===== src/hw/rtl/gsig_pkg.sv =====
// shared types and constants of the grid strip index generator
package gsig_pkg;

	localparam int unsigned MAX_SIDE_DEF = 256;
	localparam int unsigned SIDE_W       = 9;
	localparam int unsigned INDEX_W      = 16;
	localparam int unsigned CFG_IDX_W    = 1;

	localparam logic [SIDE_W-1:0] GRID_SIDE_RST   = 9'd20;
	localparam logic [SIDE_W-1:0] SWATH_WIDTH_RST = 9'd0;

	typedef enum logic [CFG_IDX_W-1:0] {
		CFG_GRID_SIDE   = 1'b0,
		CFG_SWATH_WIDTH = 1'b1
	} cfg_reg_t;

	typedef enum logic [15:0] {
		PH_FWD_UP  = 16'h0001,
		PH_FWD_LO  = 16'h0002,
		PH_DEG_A   = 16'h0004,
		PH_DEG_B   = 16'h0008,
		PH_BWD_UP  = 16'h0010,
		PH_BWD_LO  = 16'h0020,
		PH_JMP_A   = 16'h0040,
		PH_JMP_B   = 16'h0080,
		PH_RS_A    = 16'h0100,
		PH_RS_B    = 16'h0200,
		PH_TAIL_A  = 16'h0400,
		PH_TAIL_B  = 16'h0800,
		PH_R_UP    = 16'h1000,
		PH_R_LO    = 16'h2000,
		PH_R_DA    = 16'h4000,
		PH_R_DB    = 16'h8000
	} phase_t;

	typedef struct packed {
		logic step;
		logic restart;
	} ctrl_t;

	typedef struct packed {
		logic [INDEX_W-1:0] vertex_index;
		logic               last;
	} beat_t;

endpackage


===== src/hw/rtl/gsig_in_stage.sv =====
// input register stage and step control
module gsig_in_stage (
	input  logic                 clk,
	input  logic                 arst_n,
	input  logic                 in_valid,
	output logic                 in_stall,
	input  logic                 restart,
	input  logic                 out_ready,
	output gsig_pkg::ctrl_t      ctrl
);

	logic valid_s1;
	logic restart_s1;
	logic step;
	logic accept;

	assign step     = valid_s1 & out_ready;
	assign in_stall = valid_s1 & ~step;
	assign accept   = in_valid & ~in_stall;

	always_ff @(posedge clk or negedge arst_n) begin
		if (!arst_n) begin
			valid_s1 <= 1'b0;
		end else if (accept) begin
			valid_s1 <= 1'b1;
		end else if (step) begin
			valid_s1 <= 1'b0;
		end
	end

	always_ff @(posedge clk) begin
		if (accept) begin
			restart_s1 <= restart;
		end
	end

	assign ctrl.step    = step;
	assign ctrl.restart = restart_s1;

endmodule


===== src/hw/rtl/gsig_walk.sv =====
// walk state and index arithmetic for one beat
module gsig_walk #(
	parameter int unsigned MAX_SIDE = gsig_pkg::MAX_SIDE_DEF
) (
	input  logic                          clk,
	input  logic                          arst_n,
	input  logic [gsig_pkg::SIDE_W-1:0]   grid_side,
	input  logic [gsig_pkg::SIDE_W-1:0]   swath_width,
	input  gsig_pkg::ctrl_t               ctrl,
	output gsig_pkg::beat_t               beat
);

	logic [8:0]       row_q, col_q, bs_q, be_q;
	gsig_pkg::phase_t phase_q;
	logic             fin_q;

	logic [8:0]       y, x, s, e;
	gsig_pkg::phase_t ph;
	logic             fin;
	logic [8:0]       row_d, col_d, bs_d, be_d;
	gsig_pkg::phase_t ph_d;
	logic             fin_d;

	logic [8:0]       n;
	logic [9:0]       n10, nm1, y1, y2, e1;
	logic [8:0]       ew;
	logic [10:0]      t11;
	logic [8:0]       band_t;
	logic [8:0]       first_end;
	logic [9:0]       mul_r;
	logic [8:0]       mul_c;
	logic             dec;
	logic             pair;
	logic [18:0]      prod;
	logic [15:0]      v;

	always_comb begin
		if (grid_side < 9'd2) begin
			n = 9'd2;
		end else if ({1'b0, grid_side} > 10'(MAX_SIDE)) begin
			n = 9'(MAX_SIDE);
		end else begin
			n = grid_side;
		end
	end

	assign n10 = {1'b0, n};
	assign nm1 = n10 - 10'd1;
	assign ew  = (swath_width < 9'd2) ? 9'd2 : swath_width;
	assign first_end = ({1'b0, swath_width} - 10'd1 > nm1) ? nm1[8:0] : swath_width - 9'd1;

	always_comb begin
		y   = row_q;
		x   = col_q;
		s   = bs_q;
		e   = be_q;
		ph  = phase_q;
		fin = fin_q;
		if (ctrl.restart) begin
			y   = '0;
			x   = '0;
			s   = '0;
			fin = 1'b0;
			if (swath_width < 9'd2) begin
				e  = '0;
				ph = gsig_pkg::PH_R_UP;
			end else begin
				e  = first_end;
				ph = gsig_pkg::PH_FWD_UP;
			end
		end

		y1  = {1'b0, y} + 10'd1;
		y2  = {1'b0, y} + 10'd2;
		e1  = {1'b0, e} + 10'd1;
		t11 = {2'b0, e} + {2'b0, ew} - 11'd1;
		band_t = (t11 > {1'b0, nm1}) ? nm1[8:0] : t11[8:0];

		row_d = y;
		col_d = x;
		bs_d  = s;
		be_d  = e;
		ph_d  = ph;
		fin_d = fin;
		mul_r = '0;
		mul_c = '0;
		dec   = 1'b0;
		pair  = 1'b0;

		if (!fin) begin
			case (ph)
				gsig_pkg::PH_FWD_UP: begin
					mul_r = {1'b0, y};
					mul_c = x;
					ph_d  = gsig_pkg::PH_FWD_LO;
				end
				gsig_pkg::PH_FWD_LO: begin
					mul_r = y1;
					mul_c = x;
					if (x < e) begin
						col_d = x + 9'd1;
						ph_d  = gsig_pkg::PH_FWD_UP;
					end else if (y2 < n10) begin
						ph_d = gsig_pkg::PH_DEG_A;
					end else if (e1 < n10) begin
						ph_d = gsig_pkg::PH_TAIL_A;
					end else begin
						pair = 1'b1;
					end
				end
				gsig_pkg::PH_DEG_A: begin
					mul_r = y1;
					mul_c = e;
					ph_d  = gsig_pkg::PH_DEG_B;
				end
				gsig_pkg::PH_DEG_B: begin
					mul_r = y2;
					mul_c = e;
					col_d = e;
					ph_d  = gsig_pkg::PH_BWD_UP;
				end
				gsig_pkg::PH_BWD_UP: begin
					mul_r = y2;
					mul_c = x;
					ph_d  = gsig_pkg::PH_BWD_LO;
				end
				gsig_pkg::PH_BWD_LO: begin
					mul_r = y1;
					mul_c = x;
					if (x > s) begin
						col_d = x - 9'd1;
						ph_d  = gsig_pkg::PH_BWD_UP;
					end else if (y2 == nm1 && e1 < n10) begin
						ph_d = gsig_pkg::PH_JMP_A;
					end else begin
						ph_d = gsig_pkg::PH_RS_A;
					end
				end
				gsig_pkg::PH_JMP_A: begin
					mul_r = nm1;
					mul_c = s;
					ph_d  = gsig_pkg::PH_JMP_B;
				end
				gsig_pkg::PH_JMP_B: begin
					mul_c = e;
					pair  = 1'b1;
				end
				gsig_pkg::PH_RS_A: begin
					mul_r = y1;
					mul_c = s;
					ph_d  = gsig_pkg::PH_RS_B;
				end
				gsig_pkg::PH_RS_B: begin
					mul_r = y2;
					mul_c = s;
					pair  = 1'b1;
				end
				gsig_pkg::PH_TAIL_A: begin
					mul_r = nm1;
					mul_c = e;
					ph_d  = gsig_pkg::PH_TAIL_B;
				end
				gsig_pkg::PH_TAIL_B: begin
					mul_c = e;
					pair  = 1'b1;
				end
				gsig_pkg::PH_R_UP: begin
					mul_r = {1'b0, y};
					mul_c = x;
					ph_d  = gsig_pkg::PH_R_LO;
				end
				gsig_pkg::PH_R_LO: begin
					mul_r = y1;
					mul_c = x;
					if ({1'b0, x} + 10'd1 < n10) begin
						col_d = x + 9'd1;
						ph_d  = gsig_pkg::PH_R_UP;
					end else if (y2 < n10) begin
						ph_d = gsig_pkg::PH_R_DA;
					end else begin
						fin_d = 1'b1;
					end
				end
				gsig_pkg::PH_R_DA: begin
					mul_r = y2;
					dec   = 1'b1;
					ph_d  = gsig_pkg::PH_R_DB;
				end
				gsig_pkg::PH_R_DB: begin
					mul_r = y1;
					row_d = y1[8:0];
					col_d = '0;
					ph_d  = gsig_pkg::PH_R_UP;
				end
				default: begin
					fin_d = 1'b1;
					ph_d  = gsig_pkg::PH_FWD_UP;
				end
			endcase
		end

		// next row pair, next band once the rows run out, or finish after the last band
		if (pair) begin
			row_d = y2[8:0];
			if (y2 + 10'd1 < n10) begin
				col_d = s;
				ph_d  = gsig_pkg::PH_FWD_UP;
			end else if (e1 >= n10) begin
				fin_d = 1'b1;
			end else begin
				bs_d  = e;
				be_d  = band_t;
				row_d = '0;
				col_d = e;
				ph_d  = gsig_pkg::PH_FWD_UP;
			end
		end
	end

	assign prod = {9'b0, mul_r} * {10'b0, n};
	assign v    = prod[15:0] + {7'b0, mul_c} - {15'b0, dec};

	assign beat.vertex_index = fin ? '0 : v;
	assign beat.last         = fin ? 1'b1 : fin_d;

	always_ff @(posedge clk or negedge arst_n) begin
		if (!arst_n) begin
			row_q   <= '0;
			col_q   <= '0;
			bs_q    <= '0;
			be_q    <= '0;
			phase_q <= gsig_pkg::PH_FWD_UP;
			fin_q   <= 1'b1;
		end else if (ctrl.step) begin
			row_q   <= row_d;
			col_q   <= col_d;
			bs_q    <= bs_d;
			be_q    <= be_d;
			phase_q <= ph_d;
			fin_q   <= fin_d;
		end
	end

`ifndef ASSERT_OFF
	a_last_sets_finished: assert property (@(posedge clk) disable iff (!arst_n)
		(ctrl.step && beat.last) |=> fin_q)
		else $error("last beat did not leave the walk finished");

	a_idle_beat: assert property (@(posedge clk) disable iff (!arst_n)
		(ctrl.step && fin_q && !ctrl.restart) |->
		(beat.vertex_index == '0 && beat.last))
		else $error("idle beat carries a non-zero index");

	a_hold_without_step: assert property (@(posedge clk) disable iff (!arst_n)
		!ctrl.step |=> ($stable(phase_q) && $stable(row_q) && $stable(col_q)
		&& $stable(fin_q)))
		else $error("walk state moved without a step");

	a_restart_not_last: assert property (@(posedge clk) disable iff (!arst_n)
		(ctrl.step && ctrl.restart) |-> !beat.last)
		else $error("restart beat marked as last");
`endif

endmodule


===== src/hw/rtl/gsig_out_stage.sv =====
// result register towards the receiver
module gsig_out_stage (
	input  logic                          clk,
	input  logic                          arst_n,
	input  logic                          step,
	input  gsig_pkg::beat_t               beat,
	output logic                          out_ready,
	output logic                          out_valid,
	input  logic                          out_stall,
	output logic [gsig_pkg::INDEX_W-1:0]  vertex_index,
	output logic                          last
);

	logic            valid_q;
	gsig_pkg::beat_t beat_q;

	assign out_ready = ~valid_q | ~out_stall;

	always_ff @(posedge clk or negedge arst_n) begin
		if (!arst_n) begin
			valid_q <= 1'b0;
		end else if (step) begin
			valid_q <= 1'b1;
		end else if (!out_stall) begin
			valid_q <= 1'b0;
		end
	end

	always_ff @(posedge clk) begin
		if (step) begin
			beat_q <= beat;
		end
	end

	assign out_valid    = valid_q;
	assign vertex_index = beat_q.vertex_index;
	assign last         = beat_q.last;

endmodule


===== src/hw/rtl/grid_strip_index_generator.sv =====
// top level of the grid strip index generator
// Produces one triangle-strip vertex index per input beat for an N x N grid.
// Input channel: in_valid / in_stall with payload restart; restart=1 begins
// the index list anew, restart=0 asks for the next index.
// Output channel: out_valid / out_stall with vertex_index and last; last is
// high on the final index, and every beat after it gives index 0, last 1,
// until a restart beat arrives.
// Configuration: cfg_write with cfg_index / cfg_data sets grid_side (index 0)
// and swath_width (index 1); write only while no beat is in flight.
// An accepted beat is held in the input register, then in the result register.
// Throughput: one beat per cycle unless the receiver stalls; the walk state, the
// single 10 x 9 multiply and the add of row * side + column are combinational.
// Reset: the walk is finished and waits for restart; grid_side is 20 and
// swath_width is 0 (row mode).
// When the receiver stalls, the result register holds its beat, one more beat
// waits in the input register, and in_stall then rises.
module grid_strip_index_generator #(
	parameter int unsigned MAX_SIDE = gsig_pkg::MAX_SIDE_DEF
) (
	input  logic                           clk,
	input  logic                           arst_n,
	input  logic                           cfg_write,
	input  logic [gsig_pkg::CFG_IDX_W-1:0] cfg_index,
	input  logic [gsig_pkg::SIDE_W-1:0]    cfg_data,
	input  logic                           in_valid,
	output logic                           in_stall,
	input  logic                           restart,
	output logic                           out_valid,
	input  logic                           out_stall,
	output logic [gsig_pkg::INDEX_W-1:0]   vertex_index,
	output logic                           last
);

	logic [gsig_pkg::SIDE_W-1:0] grid_side_q;
	logic [gsig_pkg::SIDE_W-1:0] swath_width_q;
	logic                        out_ready;
	gsig_pkg::ctrl_t             ctrl;
	gsig_pkg::beat_t             beat;

	always_ff @(posedge clk or negedge arst_n) begin
		if (!arst_n) begin
			grid_side_q   <= gsig_pkg::GRID_SIDE_RST;
			swath_width_q <= gsig_pkg::SWATH_WIDTH_RST;
		end else if (cfg_write) begin
			case (cfg_index)
				gsig_pkg::CFG_GRID_SIDE:   grid_side_q   <= cfg_data;
				gsig_pkg::CFG_SWATH_WIDTH: swath_width_q <= cfg_data;
				default: ;
			endcase
		end
	end

	gsig_in_stage u_in_stage (
		.clk       (clk),
		.arst_n    (arst_n),
		.in_valid  (in_valid),
		.in_stall  (in_stall),
		.restart   (restart),
		.out_ready (out_ready),
		.ctrl      (ctrl)
	);

	gsig_walk #(
		.MAX_SIDE (MAX_SIDE)
	) u_walk (
		.clk         (clk),
		.arst_n      (arst_n),
		.grid_side   (grid_side_q),
		.swath_width (swath_width_q),
		.ctrl        (ctrl),
		.beat        (beat)
	);

	gsig_out_stage u_out_stage (
		.clk          (clk),
		.arst_n       (arst_n),
		.step         (ctrl.step),
		.beat         (beat),
		.out_ready    (out_ready),
		.out_valid    (out_valid),
		.out_stall    (out_stall),
		.vertex_index (vertex_index),
		.last         (last)
	);

endmodule

===== config.mk =====
export PLATFORM = sky130hd
export DESIGN_NAME = grid_strip_index_generator
export DESIGN_NICKNAME = d
export VERILOG_FILES = /design/src/hw/rtl/gsig_pkg.sv /design/src/hw/rtl/gsig_in_stage.sv /design/src/hw/rtl/gsig_walk.sv /design/src/hw/rtl/gsig_out_stage.sv /design/src/hw/rtl/grid_strip_index_generator.sv
export SDC_FILE = /design/constraint.sdc
export NUM_CORES = 1
export LEC_CHECK = 0
export BUFFER_PORTS_ARGS = -buffer_cell sky130_fd_sc_hd__clkbuf_2
export CAP_MARGIN = 20
export CORE_ASPECT_RATIO = 1.75
export CORE_UTILIZATION = 30
export CTS_CLUSTER_SIZE = 25
export DETAILED_ROUTE_END_ITERATION = 10
export PLACE_DENSITY_LB_ADDON = 0.25
export SETUP_SLACK_MARGIN = 0.3
export SKIP_CTS_REPAIR_TIMING = 1
export SYNTH_ARGS = -nofsm -noshare
export SYNTH_HDL_FRONTEND = slang
export SYNTH_SLANG_ARGS = --single-unit

===== constraint.sdc =====
create_clock -name clk -period 10.9 [get_ports clk]
set_input_delay 2.18 -clock clk [delete_from_list [all_inputs] [get_ports clk]]
set_output_delay 2.18 -clock clk [all_outputs]
set_load 0.02 [all_outputs]

==> impl_metrics.tcl <==
set metrics [dict create \
    status "completed" \
    cts.htree.levels 3 \
    r2r-start "grid_side_q[3]$_DFFE_PN0P_" \
    avg_synthesized_cell_area_sq_um 7.98 \
    critical_path.startpoint_type "register" \
    grt_start_max_net_pins 44 \
    main_synth_ff_type "dfrtp_1" \
    worst-path-max-fanout 18 \
    synth.area.mux_share 0.0320 \
    slew_headroom 0.376 \
    postRouteAntennaNets 0 \
    synth_area_in_compound_gates 0.187 \
    worst_skew_pair_later_pin_latency_ns 0.39 \
    clock_sink_count 91 \
    power.static_leakage_nw 5.98 \
    cpLargestDelayFamily "compound AO/OA/AOI/OAI gates" \
    final.period_utilization 0.903 \
    timing.critical_path.buf_inv 4 \
    effective_utilization_at_floorplan 0.304 \
    viasPerCell 5.60 \
    diodes_inserted 0 \
    post_synth_instance_area_sq_um 12700 \
    post-route-min-period_ns 9.85 \
    worst_hold_path_class "register to register" \
    synth_top_family_by_area "adder cells" \
    die-height_um 274 \
    finalSetupTns_ns 0 \
    reg2regPathDepth 37 \
    io_pins 35 \
    synth_warnings 0 \
    nature_of_the_critical_path_endpoint "register" \
    footprint_of_the_multi_input_gates_sq_um 9470 \
    antenna_found_initial 0 \
    detail_route.wl_per_cell_um 21.9 \
    cp_data_arrival_time_ns 9.97 \
    place_hpwl_um 37400 \
    synth_area_leaders "dfrtp_1 (14%), ha_1 (13%), fa_1 (11%)" \
    clk_pin_slew_worst_paths_ns 0.08 \
    worstSetupEndpoint "u_out_stage.vertex_index[14]$_SDFFCE_PP0P_" \
    worstSetupStartpoint "grid_side_q[3]$_DFFE_PN0P_" \
    report.final.setup_viol 0 \
    critical_path_class "register to register" \
    ys_seq_area_frac 0.187 \
    cts_buffers 9 \
    p_total_mw 2.49 \
    synth_adder_area_share 0.238 \
    synthXorXnorAreaFrac 0.0608 \
    x_dimension_of_the_die_um 157 \
    final_hold_viol_count 0 \
    post_synth_and_or_nand_nor_area_fraction 0.227 \
    drt_iter0_drc 723 \
    core.rowCount 99 \
    grt_remaining_overflow 0 \
    mapped_cells 1589 \
    worst-slew-pin-transition_ns 0.923 \
    fp.dieArea_sq_um 43100 \
    asyncSetResetFlopFracSynth 0.802 \
    grt_pass1_vias 12334 \
    rsz0062_at_grt "no" \
    worst_path_largest_cell_delay_ns 0.64 \
    final.setup_skew_ns 0.0206 \
    sequential_cell_area_sq_um 2370 \
    nets 1812 \
    numPortBuffers 34 \
    groute.usage.overall 0.225 \
    report.final.slew_viol_count 0 \
    yosysMostFrequentCell "nand2_1" \
    yosys_register_bits 91 \
    timing.critical_path.required_ns 11.03 \
    synthToLayoutAreaGrowth_pct 8.52 \
    post_route_cells_drive_above_1_share 0.0868 \
    rrSetupSlack_ns 1.05 \
    critical_path_cell_count 37 \
    cap_violations 0 \
    synthTopCellsByCount "nand2_1 (194), nor2_1 (166), inv_1 (139)" \
    highest_attainable_clock_frequency_mhz 102 \
    clk_buf_depth 2 \
    core-area_sq_um 41700 \
    powerDensity_nw_per_um2 181 \
    routed-via-count 12075 \
    yosys.cell_types.count 91 \
    synth.top_cell.area_share 0.136 \
    fillers 4423 \
    library_cell_occupying_the_most_area_in_the_post_synthesis_netlist "dfrtp_1" \
    cts_tree "built" \
    cpMaxStageDelayCell "o22ai_1" \
    regToRegEndpoint "u_out_stage.vertex_index[14]$_SDFFCE_PP0P_" \
    dr.pass1.iters 5 \
    synth_edf_count 18 \
    place_congestion 0.977 \
    clock_tree_root "clkbuf_16" \
    detail_route.wirelength_um 47300 \
    max-vdd-ir-drop_mv 0.0904 \
    drc_markers 0 \
    wire_length_of_the_first_global_routing_pass_um 71900 \
]
[logic make-up after synthesis]
kind of cell | count (synthesis)
and+or+nand+nor | 603
AOI/OAI and AO/OA | 353
buffers and inverters | 215
adders and majority gates | 200
DFF | 91
xor gates and xnor gates | 88
muxes | 38
other | 1
[stage by stage]
stage                     cell area (sq um)  worst slack (ns)  std cells  hold WS [ns]   util
final                                 13800              1.05       2156         0.498  0.330
after global routing                  13800             0.336       2156         0.508  0.330
after CTS                             13700             0.787       2154         0.501  0.329
after detailed placement              13500             0.812       2138         0.482  0.322
after global placement                13500              1.15       2138         0.468  0.322
after floorplan                       12700              2.69       1590         0.450      -
[layout by cell type, fill, tap and decap left out, types with 9 or more instances in the layout]
cell type  netlist  final
mux2_2          20     20
clkbuf_2         0     33
o21a_1          19     19
a21oi_1         69     68
ha_1           131    131
nor4_1          15     14
nand2_1        194    194
nand4_1         23     23
o21ai_1         12     11
mux2i_1         18     18
edfxtp_1        18     18
nor2b_1         34     33
nand3_1         34     34
o21ai_0         75     75
fa_1            69     69
a31oi_1         20     20
xor2_1          32     32
xnor2_1         56     56
inv_1          139    139
nor3_1          49     48
o22ai_1         23     23
a22o_1          12     12
or3_1           11     11
a21o_1          16     16
and3_1          11     11
clkbuf_16        0      9
nor2_1         166    165
dfrtp_1         69     68
nand2b_1        12     12
buf_4            1     31
and2_1          13     13
[sequential cells by signal, indices dropped and copies added, names as in the netlist]
signal,flops
u_walk.be_q,9
u_walk.col_q,9
u_out_stage.last,1
u_walk.row_q,9
grid_side_q,9
u_in_stage.valid_s1,1
u_out_stage.vertex_index,16
u_in_stage.restart_s1,1
u_walk.phase_q,16
u_walk.fin_q,1
swath_width_q,9
u_walk.bs_q,9
u_out_stage.out_valid,1
[worst min path at each step]
stage	start	to	slack (ns)	cells past startpoint
after detailed placement	u_in_stage.valid_s1$_DFFE_PN0P_	u_out_stage.out_valid$_DFFE_PN0P_	0.48	1
after global placement	u_walk.be_q[6]$_DFFE_PN0P_	u_walk.be_q[6]$_DFFE_PN0P_	0.47	2
after global routing	u_in_stage.valid_s1$_DFFE_PN0P_	u_out_stage.out_valid$_DFFE_PN0P_	0.51	1
after floorplan	u_walk.be_q[6]$_DFFE_PN0P_	u_walk.be_q[6]$_DFFE_PN0P_	0.45	2
final	u_in_stage.valid_s1$_DFFE_PN0P_	u_out_stage.out_valid$_DFFE_PN0P_	0.50	1
after CTS	u_in_stage.valid_s1$_DFFE_PN0P_	u_out_stage.out_valid$_DFFE_PN0P_	0.50	1
[area by class of cell]
| type | count | share of cell area |
|---|---|---|
| clock inverter | 5 | 0.00264 |
| inverter | 145 | 0.0396 |
| sequential | 91 | 0.173 |
| clock buffer | 11 | 0.0169 |
| multi-input combinational | 1284 | 0.688 |
| timing repair buffer | 65 | 0.0295 |
| tap | 555 | 0.0505 |
[per-layer routing]
layer | global-route usage | vias up | part of all wire
met4 | 0.189 | 0 | 0.085
met2 | 0.427 | 450 | 0.54
met5 | 0 | - | 0
li1 | - | 5585 | -
met1 | 0.212 | 5857 | 0.34
met3 | 0.0258 | 183 | 0.037
[report_power, final]
group	internal [mW]	switching, mW	leakage (nW)
Clock	0.156	0.171	0.124
Combinational	0.604	1.04	4.75
Sequential	0.445	0.0760	1.11
Total	1.21	1.29	5.98
Note: power is estimated with default switching activity, not from simulation.
